<file path="src/rtl/lhbm_pkg.sv">
// ---------------------------------------------------------------------------
// lhbm_pkg: shared types and constants of the linear-hash bucket manager
// Field widths, action, status and register codes, and the mask smear.
// ---------------------------------------------------------------------------
`default_nettype none

package lhbm_pkg;

  // field widths
  localparam int ACTION_W  = 3;
  localparam int HASH_W    = 32;
  localparam int SIZE_W    = 32;
  localparam int BUCKET_W  = 32;
  localparam int STATUS_W  = 3;
  localparam int COUNT_W   = 64;
  localparam int CFG_IDX_W = 2;
  localparam int CFG_DATA_W = 64;
  localparam int DIV_CNT_W = $clog2(COUNT_W);

  // action codes
  localparam logic [ACTION_W-1:0] ACT_LOOKUP = 3'd0;
  localparam logic [ACTION_W-1:0] ACT_CHECK  = 3'd1;
  localparam logic [ACTION_W-1:0] ACT_ADD    = 3'd2;
  localparam logic [ACTION_W-1:0] ACT_REMOVE = 3'd3;
  localparam logic [ACTION_W-1:0] ACT_GROW   = 3'd4;

  // status codes
  localparam logic [STATUS_W-1:0] ST_OK           = 3'd0;
  localparam logic [STATUS_W-1:0] ST_BUCKETS_FULL = 3'd1;
  localparam logic [STATUS_W-1:0] ST_COUNT_FULL   = 3'd2;
  localparam logic [STATUS_W-1:0] ST_SIZE_FULL    = 3'd3;
  localparam logic [STATUS_W-1:0] ST_COUNT_ZERO   = 3'd4;
  localparam logic [STATUS_W-1:0] ST_SIZE_UNDER   = 3'd5;

  // configuration register indexes
  localparam logic [CFG_IDX_W-1:0] CFG_EXPECTED_FILL = 2'd0;
  localparam logic [CFG_IDX_W-1:0] CFG_START_HIGHEST = 2'd1;
  localparam logic [CFG_IDX_W-1:0] CFG_START_RECORDS = 2'd2;
  localparam logic [CFG_IDX_W-1:0] CFG_START_DATA    = 2'd3;

  // constants
  localparam logic [31:0]         EXPECTED_FILL_RST = 32'd4000;
  localparam logic [BUCKET_W-1:0] TOP_START         = 32'hFFFF_FFFE;
  localparam logic [BUCKET_W-1:0] BUCKET_LIMIT      = 32'hFFFF_FFFF;

  // copy the top set bit into every lower bit
  function automatic logic [BUCKET_W-1:0] smear(input logic [BUCKET_W-1:0] v);
    logic [BUCKET_W-1:0] s;
    s = v;
    s = s | (s >> 1);
    s = s | (s >> 2);
    s = s | (s >> 4);
    s = s | (s >> 8);
    s = s | (s >> 16);
    return s;
  endfunction

endpackage

`default_nettype wire

</file>
<file path="src/rtl/lhbm_in_if.sv">
// ---------------------------------------------------------------------------
// lhbm_in_if: request channel of the bucket manager
// Valid/ready handshake carrying one action word.
// ---------------------------------------------------------------------------
`default_nettype none

interface lhbm_in_if;
  logic                          valid;
  logic                          ready;
  logic [lhbm_pkg::ACTION_W-1:0] action;
  logic [lhbm_pkg::HASH_W-1:0]   hash_value;
  logic [lhbm_pkg::SIZE_W-1:0]   record_size;

  modport source (output valid, output action, output hash_value, output record_size,
                  input ready);
  modport sink   (input valid, input action, input hash_value, input record_size,
                  output ready);
endinterface

`default_nettype wire

</file>
<file path="src/rtl/lhbm_out_if.sv">
// ---------------------------------------------------------------------------
// lhbm_out_if: result channel of the bucket manager
// Valid/ready handshake carrying one result word.
// ---------------------------------------------------------------------------
`default_nettype none

interface lhbm_out_if;
  logic                          valid;
  logic                          ready;
  logic [lhbm_pkg::BUCKET_W-1:0] bucket;
  logic                          overfill;
  logic [lhbm_pkg::STATUS_W-1:0] status;
  logic [lhbm_pkg::BUCKET_W-1:0] top_bucket;
  logic [lhbm_pkg::BUCKET_W-1:0] split_bucket;

  modport source (output valid, output bucket, output overfill, output status,
                  output top_bucket, output split_bucket, input ready);
  modport sink   (input valid, input bucket, input overfill, input status,
                  input top_bucket, input split_bucket, output ready);
endinterface

`default_nettype wire

</file>
<file path="src/rtl/lhbm_div.sv">
// ---------------------------------------------------------------------------
// lhbm_div: dual-lane bit-serial divider
// Two 64-bit dividends over one 32-bit divisor, one quotient bit per cycle.
// ---------------------------------------------------------------------------
`default_nettype none

module lhbm_div (
  input  wire logic                         clk,
  input  wire logic                         rst_n,
  input  wire logic                         start,
  input  wire logic [lhbm_pkg::COUNT_W-1:0]  dividend_a,
  input  wire logic [lhbm_pkg::COUNT_W-1:0]  dividend_b,
  input  wire logic [lhbm_pkg::BUCKET_W-1:0] divisor,
  output logic                              done,
  output logic [lhbm_pkg::COUNT_W-1:0]       quot_a,
  output logic [lhbm_pkg::COUNT_W-1:0]       quot_b
);

  localparam int DW = lhbm_pkg::BUCKET_W;
  localparam int NW = lhbm_pkg::COUNT_W;

  logic                              busy_r;
  logic                              done_r;
  logic [lhbm_pkg::DIV_CNT_W-1:0]    cnt_r;
  logic [DW-1:0]                     div_r;
  logic [DW-1:0]                     rem_a_r, rem_b_r;
  logic [NW-1:0]                     q_a_r, q_b_r;

  // restoring step for each lane: shift in the next dividend bit, try subtract
  logic [DW:0] try_a, try_b;
  logic        ge_a, ge_b;
  logic [DW:0] diff_a, diff_b;

  always_comb begin
    try_a  = {rem_a_r, q_a_r[NW-1]};
    try_b  = {rem_b_r, q_b_r[NW-1]};
    ge_a   = try_a >= {1'b0, div_r};
    ge_b   = try_b >= {1'b0, div_r};
    diff_a = try_a - {1'b0, div_r};
    diff_b = try_b - {1'b0, div_r};
  end

  // control
  always_ff @(posedge clk) begin
    if (!rst_n) begin
      busy_r <= 1'b0;
      done_r <= 1'b0;
      cnt_r  <= '0;
    end else begin
      done_r <= 1'b0;
      if (start) begin
        busy_r <= 1'b1;
        cnt_r  <= '1;
      end else if (busy_r) begin
        cnt_r <= cnt_r - 1'b1;
        if (cnt_r == '0) begin
          busy_r <= 1'b0;
          done_r <= 1'b1;
        end
      end
    end
  end

  // datapath: remainders and dividend/quotient shift registers
  always_ff @(posedge clk) begin
    if (start) begin
      div_r   <= divisor;
      rem_a_r <= '0;
      rem_b_r <= '0;
      q_a_r   <= dividend_a;
      q_b_r   <= dividend_b;
    end else if (busy_r) begin
      rem_a_r <= ge_a ? diff_a[DW-1:0] : try_a[DW-1:0];
      rem_b_r <= ge_b ? diff_b[DW-1:0] : try_b[DW-1:0];
      q_a_r   <= {q_a_r[NW-2:0], ge_a};
      q_b_r   <= {q_b_r[NW-2:0], ge_b};
    end
  end

  assign done   = done_r;
  assign quot_a = q_a_r;
  assign quot_b = q_b_r;

  // the divider is never restarted mid-run and finishes on the last count
  a_no_restart: assert property (@(posedge clk) disable iff (!rst_n)
    start |-> !busy_r) else $error("divider restarted while busy");
  a_done_after_run: assert property (@(posedge clk) disable iff (!rst_n)
    $rose(done_r) |-> $past(busy_r) && $past(cnt_r) == '0)
    else $error("divider done without a full run");
  a_done_pulse: assert property (@(posedge clk) disable iff (!rst_n)
    done_r |=> !done_r) else $error("divider done held");

endmodule

`default_nettype wire

</file>
<file path="src/rtl/linear_hash_bucket_manager.sv">
// ---------------------------------------------------------------------------
// linear_hash_bucket_manager: linear-hashing bucket address controller
// Keeps highest bucket, mask, split pointer, record count and data size.
// ---------------------------------------------------------------------------
// lookup, add, remove and grow: the word is registered on accept and its result
// is written in the execute state once the output register is free; an overfill
// check first runs the bit-serial divider (64 quotient steps) in the divide state
// a new word is accepted only once the previous result sits in the output register
// reset (synchronous, rst_n low): expected fill 4000, highest bucket 0, mask 1,
// split pointer 0, counts 0, output empty
`default_nettype none

module linear_hash_bucket_manager (
  input  wire logic                           clk,
  input  wire logic                           rst_n,
  lhbm_in_if.sink                             in_ch,
  lhbm_out_if.source                          out_ch,
  input  wire logic                           cfg_we,
  input  wire logic [lhbm_pkg::CFG_IDX_W-1:0]  cfg_index,
  input  wire logic [lhbm_pkg::CFG_DATA_W-1:0] cfg_data
);

  localparam int BW = lhbm_pkg::BUCKET_W;
  localparam int CW = lhbm_pkg::COUNT_W;

  typedef enum logic [1:0] {S_IDLE, S_DIV, S_EXEC} state_t;

  state_t                         state_r;
  logic [lhbm_pkg::ACTION_W-1:0]  act_r;
  logic [lhbm_pkg::HASH_W-1:0]    hash_r;
  logic [lhbm_pkg::SIZE_W-1:0]    size_r;
  logic                           pre_over_r;

  logic [31:0]                    fill_r;
  logic [BW-1:0]                  highest_r, mask_r, split_r;
  logic [CW-1:0]                  records_r, bytes_r;

  logic                           out_valid_r;
  logic [BW-1:0]                  out_bucket_r, out_top_r, out_split_r;
  logic                           out_over_r;
  logic [lhbm_pkg::STATUS_W-1:0]  out_status_r;

  logic                           in_fire, out_free, div_start, div_done;
  logic [CW-1:0]                  quot_a, quot_b;

  assign in_ch.ready = (state_r == S_IDLE);
  assign in_fire     = in_ch.valid && in_ch.ready;
  assign out_free    = !out_valid_r || out_ch.ready;
  assign div_start   = in_fire && (in_ch.action == lhbm_pkg::ACT_CHECK);

  // overfill operands: data plus record size, records plus one
  logic [CW:0]   chk_sum;
  logic [BW-1:0] top_inc;
  always_comb begin
    chk_sum = {1'b0, bytes_r} + {{(CW + 1 - lhbm_pkg::SIZE_W){1'b0}}, in_ch.record_size};
    top_inc = highest_r + 1'b1;
  end

  lhbm_div u_div (
    .clk        (clk),
    .rst_n      (rst_n),
    .start      (div_start),
    .dividend_a (chk_sum[CW-1:0]),
    .dividend_b (records_r + 1'b1),
    .divisor    (top_inc),
    .done       (div_done),
    .quot_a     (quot_a),
    .quot_b     (quot_b)
  );

  // new top loading: from a config write or from growing by one
  logic [BW-1:0] cfg_top, lt_top, lt_inc, lt_mask, lt_split;
  always_comb begin
    cfg_top  = (cfg_data[BW-1:0] > lhbm_pkg::TOP_START) ? lhbm_pkg::TOP_START
                                                        : cfg_data[BW-1:0];
    lt_top   = cfg_we ? cfg_top : top_inc;
    lt_inc   = lt_top + 1'b1;
    lt_mask  = lhbm_pkg::smear(lt_inc);
    lt_split = lt_inc & (lt_mask >> 1);
  end

  // lookup fold
  logic [BW-1:0] lk_raw, lk_bucket;
  always_comb begin
    lk_raw    = hash_r & mask_r;
    lk_bucket = (lk_raw > highest_r) ? (lk_raw & (mask_r >> 1)) : lk_raw;
  end

  // record add and remove arithmetic
  logic [CW:0] add_sum;
  logic        rec_full, rec_zero, rm_under;
  logic [CW-1:0] size_ext;
  always_comb begin
    size_ext = {{(CW - lhbm_pkg::SIZE_W){1'b0}}, size_r};
    add_sum  = {1'b0, bytes_r} + {1'b0, size_ext};
    rec_full = &records_r;
    rec_zero = (records_r == '0);
    rm_under = bytes_r < size_ext;
  end

  // overfill decision from the quotients
  logic [BW+1:0] fill_sum;
  logic          over_calc;
  always_comb begin
    fill_sum  = {2'b00, quot_a[BW-1:0]} + {1'b0, quot_b[BW-1:0], 1'b0};
    over_calc = pre_over_r || (quot_a[CW-1:BW] != '0) || (quot_b[CW-1:BW] != '0) ||
                (fill_sum > {2'b00, fill_r});
  end

  // sequencer, block state and output register
  always_ff @(posedge clk) begin
    if (!rst_n) begin
      state_r     <= S_IDLE;
      out_valid_r <= 1'b0;
      fill_r      <= lhbm_pkg::EXPECTED_FILL_RST;
      highest_r   <= '0;
      mask_r      <= {{(BW - 1){1'b0}}, 1'b1};
      split_r     <= '0;
      records_r   <= '0;
      bytes_r     <= '0;
    end else begin
      if (out_valid_r && out_ch.ready) begin
        out_valid_r <= 1'b0;
      end

      // configuration writes
      if (cfg_we) begin
        unique case (cfg_index)
          lhbm_pkg::CFG_EXPECTED_FILL: fill_r <= cfg_data[31:0];
          lhbm_pkg::CFG_START_HIGHEST: begin
            highest_r <= lt_top;
            mask_r    <= lt_mask;
            split_r   <= lt_split;
          end
          lhbm_pkg::CFG_START_RECORDS: records_r <= cfg_data;
          lhbm_pkg::CFG_START_DATA:    bytes_r   <= cfg_data;
        endcase
      end

      unique case (state_r)
        S_IDLE: begin
          if (in_fire) begin
            act_r      <= in_ch.action;
            hash_r     <= in_ch.hash_value;
            size_r     <= in_ch.record_size;
            pre_over_r <= chk_sum[CW] || (&records_r);
            state_r    <= div_start ? S_DIV : S_EXEC;
          end
        end
        S_DIV: begin
          if (div_done) begin
            state_r <= S_EXEC;
          end
        end
        S_EXEC: begin
          if (out_free) begin
            out_valid_r  <= 1'b1;
            out_bucket_r <= '0;
            out_over_r   <= 1'b0;
            out_status_r <= lhbm_pkg::ST_OK;
            out_top_r    <= highest_r;
            out_split_r  <= split_r;
            state_r      <= S_IDLE;
            case (act_r)
              lhbm_pkg::ACT_LOOKUP: out_bucket_r <= lk_bucket;
              lhbm_pkg::ACT_CHECK:  out_over_r   <= over_calc;
              lhbm_pkg::ACT_ADD: begin
                if (rec_full) begin
                  out_status_r <= lhbm_pkg::ST_COUNT_FULL;
                end else if (add_sum[CW]) begin
                  out_status_r <= lhbm_pkg::ST_SIZE_FULL;
                end else begin
                  records_r <= records_r + 1'b1;
                  bytes_r   <= add_sum[CW-1:0];
                end
              end
              lhbm_pkg::ACT_REMOVE: begin
                if (rec_zero) begin
                  out_status_r <= lhbm_pkg::ST_COUNT_ZERO;
                end else if (rm_under) begin
                  out_status_r <= lhbm_pkg::ST_SIZE_UNDER;
                end else begin
                  records_r <= records_r - 1'b1;
                  bytes_r   <= bytes_r - size_ext;
                end
              end
              lhbm_pkg::ACT_GROW: begin
                if (top_inc == lhbm_pkg::BUCKET_LIMIT) begin
                  out_status_r <= lhbm_pkg::ST_BUCKETS_FULL;
                end else begin
                  highest_r    <= lt_top;
                  mask_r       <= lt_mask;
                  split_r      <= lt_split;
                  out_bucket_r <= lt_top;
                  out_top_r    <= lt_top;
                  out_split_r  <= lt_split;
                end
              end
              default: begin
              end
            endcase
          end
        end
        default: state_r <= S_IDLE;
      endcase
    end
  end

  assign out_ch.valid        = out_valid_r;
  assign out_ch.bucket       = out_bucket_r;
  assign out_ch.overfill     = out_over_r;
  assign out_ch.status       = out_status_r;
  assign out_ch.top_bucket   = out_top_r;
  assign out_ch.split_bucket = out_split_r;

  // table geometry stays consistent and results come only from the execute step
  a_top_in_range: assert property (@(posedge clk) disable iff (!rst_n)
    highest_r != lhbm_pkg::BUCKET_LIMIT) else $error("highest bucket out of range");
  a_split_below_top: assert property (@(posedge clk) disable iff (!rst_n)
    split_r <= highest_r) else $error("split pointer above highest bucket");
  a_mask_covers_top: assert property (@(posedge clk) disable iff (!rst_n)
    (highest_r & ~mask_r) == '0) else $error("mask does not cover highest bucket");
  a_result_from_exec: assert property (@(posedge clk) disable iff (!rst_n)
    $rose(out_valid_r) |-> $past(state_r) == S_EXEC)
    else $error("result word outside execute step");
  a_check_runs_divider: assert property (@(posedge clk) disable iff (!rst_n)
    div_start |=> state_r == S_DIV) else $error("overfill check skipped divider");

endmodule

`default_nettype wire
</file>
<file path="src/flat_wrapper.sv">
// flat-port wrapper written by rule: the top's interface ports become plain ports
module linear_hash_bucket_manager_flat 
  (clk, rst_n, cfg_we, cfg_index, cfg_data, in_ch_valid, in_ch_action, in_ch_hash_value, in_ch_record_size, in_ch_ready, out_ch_valid, out_ch_bucket, out_ch_overfill, out_ch_status, out_ch_top_bucket, out_ch_split_bucket, out_ch_ready);
  lhbm_in_if in_ch_i ();
  lhbm_out_if out_ch_i ();
  input  wire logic clk;
  input  wire logic rst_n;
  input  wire logic cfg_we;
  input  wire logic [lhbm_pkg::CFG_IDX_W-1:0] cfg_index;
  input  wire logic [lhbm_pkg::CFG_DATA_W-1:0] cfg_data;
  input wire logic [$bits(in_ch_i.valid)-1:0] in_ch_valid;
  input wire logic [$bits(in_ch_i.action)-1:0] in_ch_action;
  input wire logic [$bits(in_ch_i.hash_value)-1:0] in_ch_hash_value;
  input wire logic [$bits(in_ch_i.record_size)-1:0] in_ch_record_size;
  output wire logic [$bits(in_ch_i.ready)-1:0] in_ch_ready;
  output wire logic [$bits(out_ch_i.valid)-1:0] out_ch_valid;
  output wire logic [$bits(out_ch_i.bucket)-1:0] out_ch_bucket;
  output wire logic [$bits(out_ch_i.overfill)-1:0] out_ch_overfill;
  output wire logic [$bits(out_ch_i.status)-1:0] out_ch_status;
  output wire logic [$bits(out_ch_i.top_bucket)-1:0] out_ch_top_bucket;
  output wire logic [$bits(out_ch_i.split_bucket)-1:0] out_ch_split_bucket;
  input wire logic [$bits(out_ch_i.ready)-1:0] out_ch_ready;
  assign in_ch_i.valid = in_ch_valid;
  assign in_ch_i.action = in_ch_action;
  assign in_ch_i.hash_value = in_ch_hash_value;
  assign in_ch_i.record_size = in_ch_record_size;
  assign in_ch_ready = in_ch_i.ready;
  assign out_ch_valid = out_ch_i.valid;
  assign out_ch_bucket = out_ch_i.bucket;
  assign out_ch_overfill = out_ch_i.overfill;
  assign out_ch_status = out_ch_i.status;
  assign out_ch_top_bucket = out_ch_i.top_bucket;
  assign out_ch_split_bucket = out_ch_i.split_bucket;
  assign out_ch_i.ready = out_ch_ready;
  linear_hash_bucket_manager u_core (.clk(clk), .rst_n(rst_n), .in_ch(in_ch_i), .out_ch(out_ch_i), .cfg_we(cfg_we), .cfg_index(cfg_index), .cfg_data(cfg_data));
endmodule
</file>
<file path="config.mk">
export PLATFORM = sky130hd
export DESIGN_NAME = linear_hash_bucket_manager_flat
export DESIGN_NICKNAME = d
export VERILOG_FILES = /design/src/rtl/lhbm_pkg.sv /design/src/rtl/lhbm_in_if.sv /design/src/rtl/lhbm_out_if.sv /design/src/rtl/lhbm_div.sv /design/src/rtl/linear_hash_bucket_manager.sv /design/src/flat_wrapper.sv
export SDC_FILE = /design/constraint.sdc
export NUM_CORES = 2
export LEC_CHECK = 0
export BUFFER_PORTS_ARGS = -buffer_cell sky130_fd_sc_hd__buf_2
export CORE_MARGIN = 2
export CORE_UTILIZATION = 30
export CTS_BUF_LIST = sky130_fd_sc_hd__clkbuf_4
export CTS_CLUSTER_DIAMETER = 100
export DETAILED_ROUTE_END_ITERATION = 10
export PLACE_DENSITY_LB_ADDON = 0.05
export SETUP_SLACK_MARGIN = 0.1
export SYNTH_ARGS = -nofsm -noshare
export SYNTH_HDL_FRONTEND = slang
export SYNTH_HIERARCHICAL = 1
export SYNTH_SLANG_ARGS = --single-unit
</file>
<file path="constraint.sdc">
create_clock -name clk -period 11.05 [get_ports clk]
set_input_delay 2.7625 -clock clk [delete_from_list [all_inputs] [get_ports clk]]
set_output_delay 2.7625 -clock clk [all_outputs]
set_load 0.05 [all_outputs]
</file>
==> impl_metrics.env <==
export IMPL_outcome="completed"
export IMPL_slowest_stage="nor3_1"
export IMPL_ys_seq_area_share_pct=35.8
export IMPL_synth_common_cells="436 x nand2_1, 426 x nor2_1, 372 x a21oi_1"
export IMPL_synthCells=5279
export IMPL_clk_pin_slew_ns=0.07
export IMPL_rsz0062_at_grt="false"
export IMPL_yosysWarnings=6
export IMPL_path_max_fanout=37
export IMPL_numCtsBuffers=204
export IMPL_finalWirelength_um=202000
export IMPL_cts_root_buf="clkbuf_4"
export IMPL_synthArstFlopShare_pct=0
export IMPL_crit_path_end_kind="flip-flop"
export IMPL_max_slew_margin_pct=20.0
export IMPL_hpwl_um=149000
export IMPL_overflow=0
export IMPL_crit_buf_inv=4
export IMPL_cts_resized_gates=0
export IMPL_ios=240
export IMPL_cts_tree="done"
export IMPL_fin_skew_ns=0.0912
export IMPL_clockBufferDepth=3
export IMPL_synth_nets=5685
export IMPL_viasPerCell=5.61
export IMPL_yosysTopAreaCell="edfxtp_1"
export IMPL_setup_tns_ns=0
export IMPL_nNetsFinal=5860
export IMPL_synth_edf_count=328
export IMPL_grtUsageTotal_pct=25.0
export IMPL_initial_core_util_pct=30.3
export IMPL_hold_buffers=0
export IMPL_grt_pass1_wl_um=291000
export IMPL_htree_num_levels=4
export IMPL_post_route_min_period_ns=7.18
export IMPL_die_y_um=396
export IMPL_avgSynthCellArea_um2=8.72
export IMPL_synthToLayoutAreaGrowth_pct=12.9
export IMPL_final_core_util_pct=34.2
export IMPL_syn_area_um2=46000
export IMPL_max_stage_delay_ns=1.06
export IMPL_peakVddDrop_mv=0.0922
export IMPL_grt_max_degree=102
export IMPL_insertion_delay_ns=1.24
export IMPL_hp_class="reg -> reg"
export IMPL_final_max_slew_viol_count=0
export IMPL_yosysTopAreaCellShare_pct=21.4
export IMPL_cp_cell_sequence="buf_2 > buf_4 > inv_2 > buf_4 > mux2_2 > o2111a_1 > o21ai_1 > nor3_1 > nand4b_4 > or2_2 > o31ai_1 > o21ai_1 > nor3_1 > and3_1 > o31ai_1"
export IMPL_critical_path_top_delay_family="simple AND/OR/NAND/NOR gates"
export IMPL_max_freq_mhz=139
export IMPL_grt_pass1_vias=41000
export IMPL_power_density_nw_per_um2=147
export IMPL_drv_cap=0
export IMPL_dieArea_um2=157000
export IMPL_synth_cell_type_count=108
export IMPL_finalSetupViolCount=0
export IMPL_synth_most_common_cell="nand2_1"
export IMPL_rows=143
export IMPL_antenna_found_initial=25
export IMPL_wl_per_cell_um=26.4
export IMPL_portBuffers=239
export IMPL_gp_congestion=0.917
export IMPL_crit_type="in -> reg"
export IMPL_post_cts_buffers=0
export IMPL_numClockSinks=659
export IMPL_required_ns=12.01
export IMPL_drive_gt1_share_pct=16.1
export IMPL_power_leakage_nw=20.4
export IMPL_drc=0
export IMPL_dr_pass1_iters=5
export IMPL_synth_ff_latch_count=659
export IMPL_drtIter0Drc=4260
export IMPL_core_um2=152000
export IMPL_setup_worst_path_start_class="input pin"
export IMPL_synth_ff_type="dfxtp_1"
export IMPL_dr_total_vias=43000
export IMPL_total_power_mw=7.66
export IMPL_final_period_utilization_pct=65.0
export IMPL_die_w_um=396
export IMPL_arrival_ns=8.14
export IMPL_hold_violations=0
export IMPL_r2r_slack_ns=4.30
export IMPL_synth_area_leaders="edfxtp_1 21%, dfxtp_1 14%, ha_1 7.1%"
export IMPL_detail_route_antenna_nets=0
export IMPL_worstMarginPinSlew_ns=1.19
-- tightest hold or removal path: stages (launching register included) --
cell and delay, ns:
dfxtp_1 0.31, nand2_1 0.05, a21oi_1 0.05
-- cell usage in the layout, fill, tap and decap left out, drive strengths merged, types with 55 or more instances in the layout --
| master | n |
|---|---|
| nand2 | 436 |
| nor2 | 427 |
| a21oi | 373 |
| dfxtp | 331 |
| edfxtp | 328 |
| buf | 324 |
| clkbuf | 322 |
| o21ai | 303 |
| ha | 262 |
| inv | 237 |
| xnor2 | 191 |
| nand3 | 171 |
| mux2i | 154 |
| o22ai | 145 |
| mux2 | 136 |
| xor2 | 127 |
| nor3 | 123 |
| a21o | 116 |
| nand4 | 88 |
| a211oi | 72 |
| nor4 | 71 |
| and3 | 67 |
| o211ai | 55 |
-- final cells by class --
| class | count | area, um^2 |
|---|---|---|
| flip-flops and latches | 659 | 16500 |
| multi-input cells | 4033 | 27400 |
| clock inverters | 54 | 365 |
| diodes | 12 | 30.0 |
| repair buffers | 324 | 1850 |
| fillers | 16100 | 100000 |
| well taps | 2030 | 2540 |
| clock buffers | 322 | 2420 |
| inverters | 232 | 883 |
-- sequential cells by signal (all words and copies together), names as in the netlist, 64 cells and up --
signal / cells
u_core/u_div/quot_a: 64
u_core/u_div/quot_b: 64
u_core/bytes_r: 64
u_core/records_r: 64
-- power by group --
group | switching [mW] | internal [mW] | total [mW] | leakage, nW
clock | 1.29 | 1.36 | 2.65 | 1.65
sequential | 0.198 | 2.74 | 2.93 | 5.74
combinational | 1.32 | 0.754 | 2.08 | 13.0
-- layer usage --
metal	vias to the layer above	GRT usage [%]	part of all wire [%]
met5	-	0	0.041
li1	20100	-	-
met3	292	3.88	6.0
met4	14	7.49	2.8
met1	21200	36.1	47
met2	1478	38.1	44
-- kinds of logic (layout without fill, tap and decap cells) --
logic type      Yosys count  count (layout)  share of synthesized area (%)
mux                     290             290                           6.71
fa+ha+maj               268             268                           7.38
compound gates         1486            1486                           21.1
flops                   659             659                           35.8
other cells               0              12                              0
buf+inv                 587             932                           4.95
xor+xnor                318             318                           6.05
simple gates           1671            1671                           18.0
-- final timing paths --
check | to | startpoint | cells after the start
hold reg to reg | u_core/fill_r[26]$_SDFFE_PN0P_ | u_core/fill_r[26]$_SDFFE_PN0P_ | 2
hold / removal | u_core/fill_r[26]$_SDFFE_PN0P_ | u_core/fill_r[26]$_SDFFE_PN0P_ | 2
setup reg to reg | u_core/out_ch.overfill$_SDFFCE_PP0P_ | u_core/u_div/quot_a[1]$_DFFE_PP_ | 21
setup / recovery | u_core/out_ch.split_bucket[13]$_DFFE_PP_ | cfg_we | 15
-- through the flow --
step	setup WS [ns]	hold slack, ns	area [um^2]	cells
after floorplan	1.15	0.429	46000	5279
after global placement	2.79	0.438	49100	7278
after detailed placement	2.72	0.445	49100	7278
after CTS	4.11	0.456	51900	7654
after global routing	3.64	0.472	51900	7664
final	3.87	0.455	52000	7666
No activity file was read; power rests on OpenSTA's default activity.
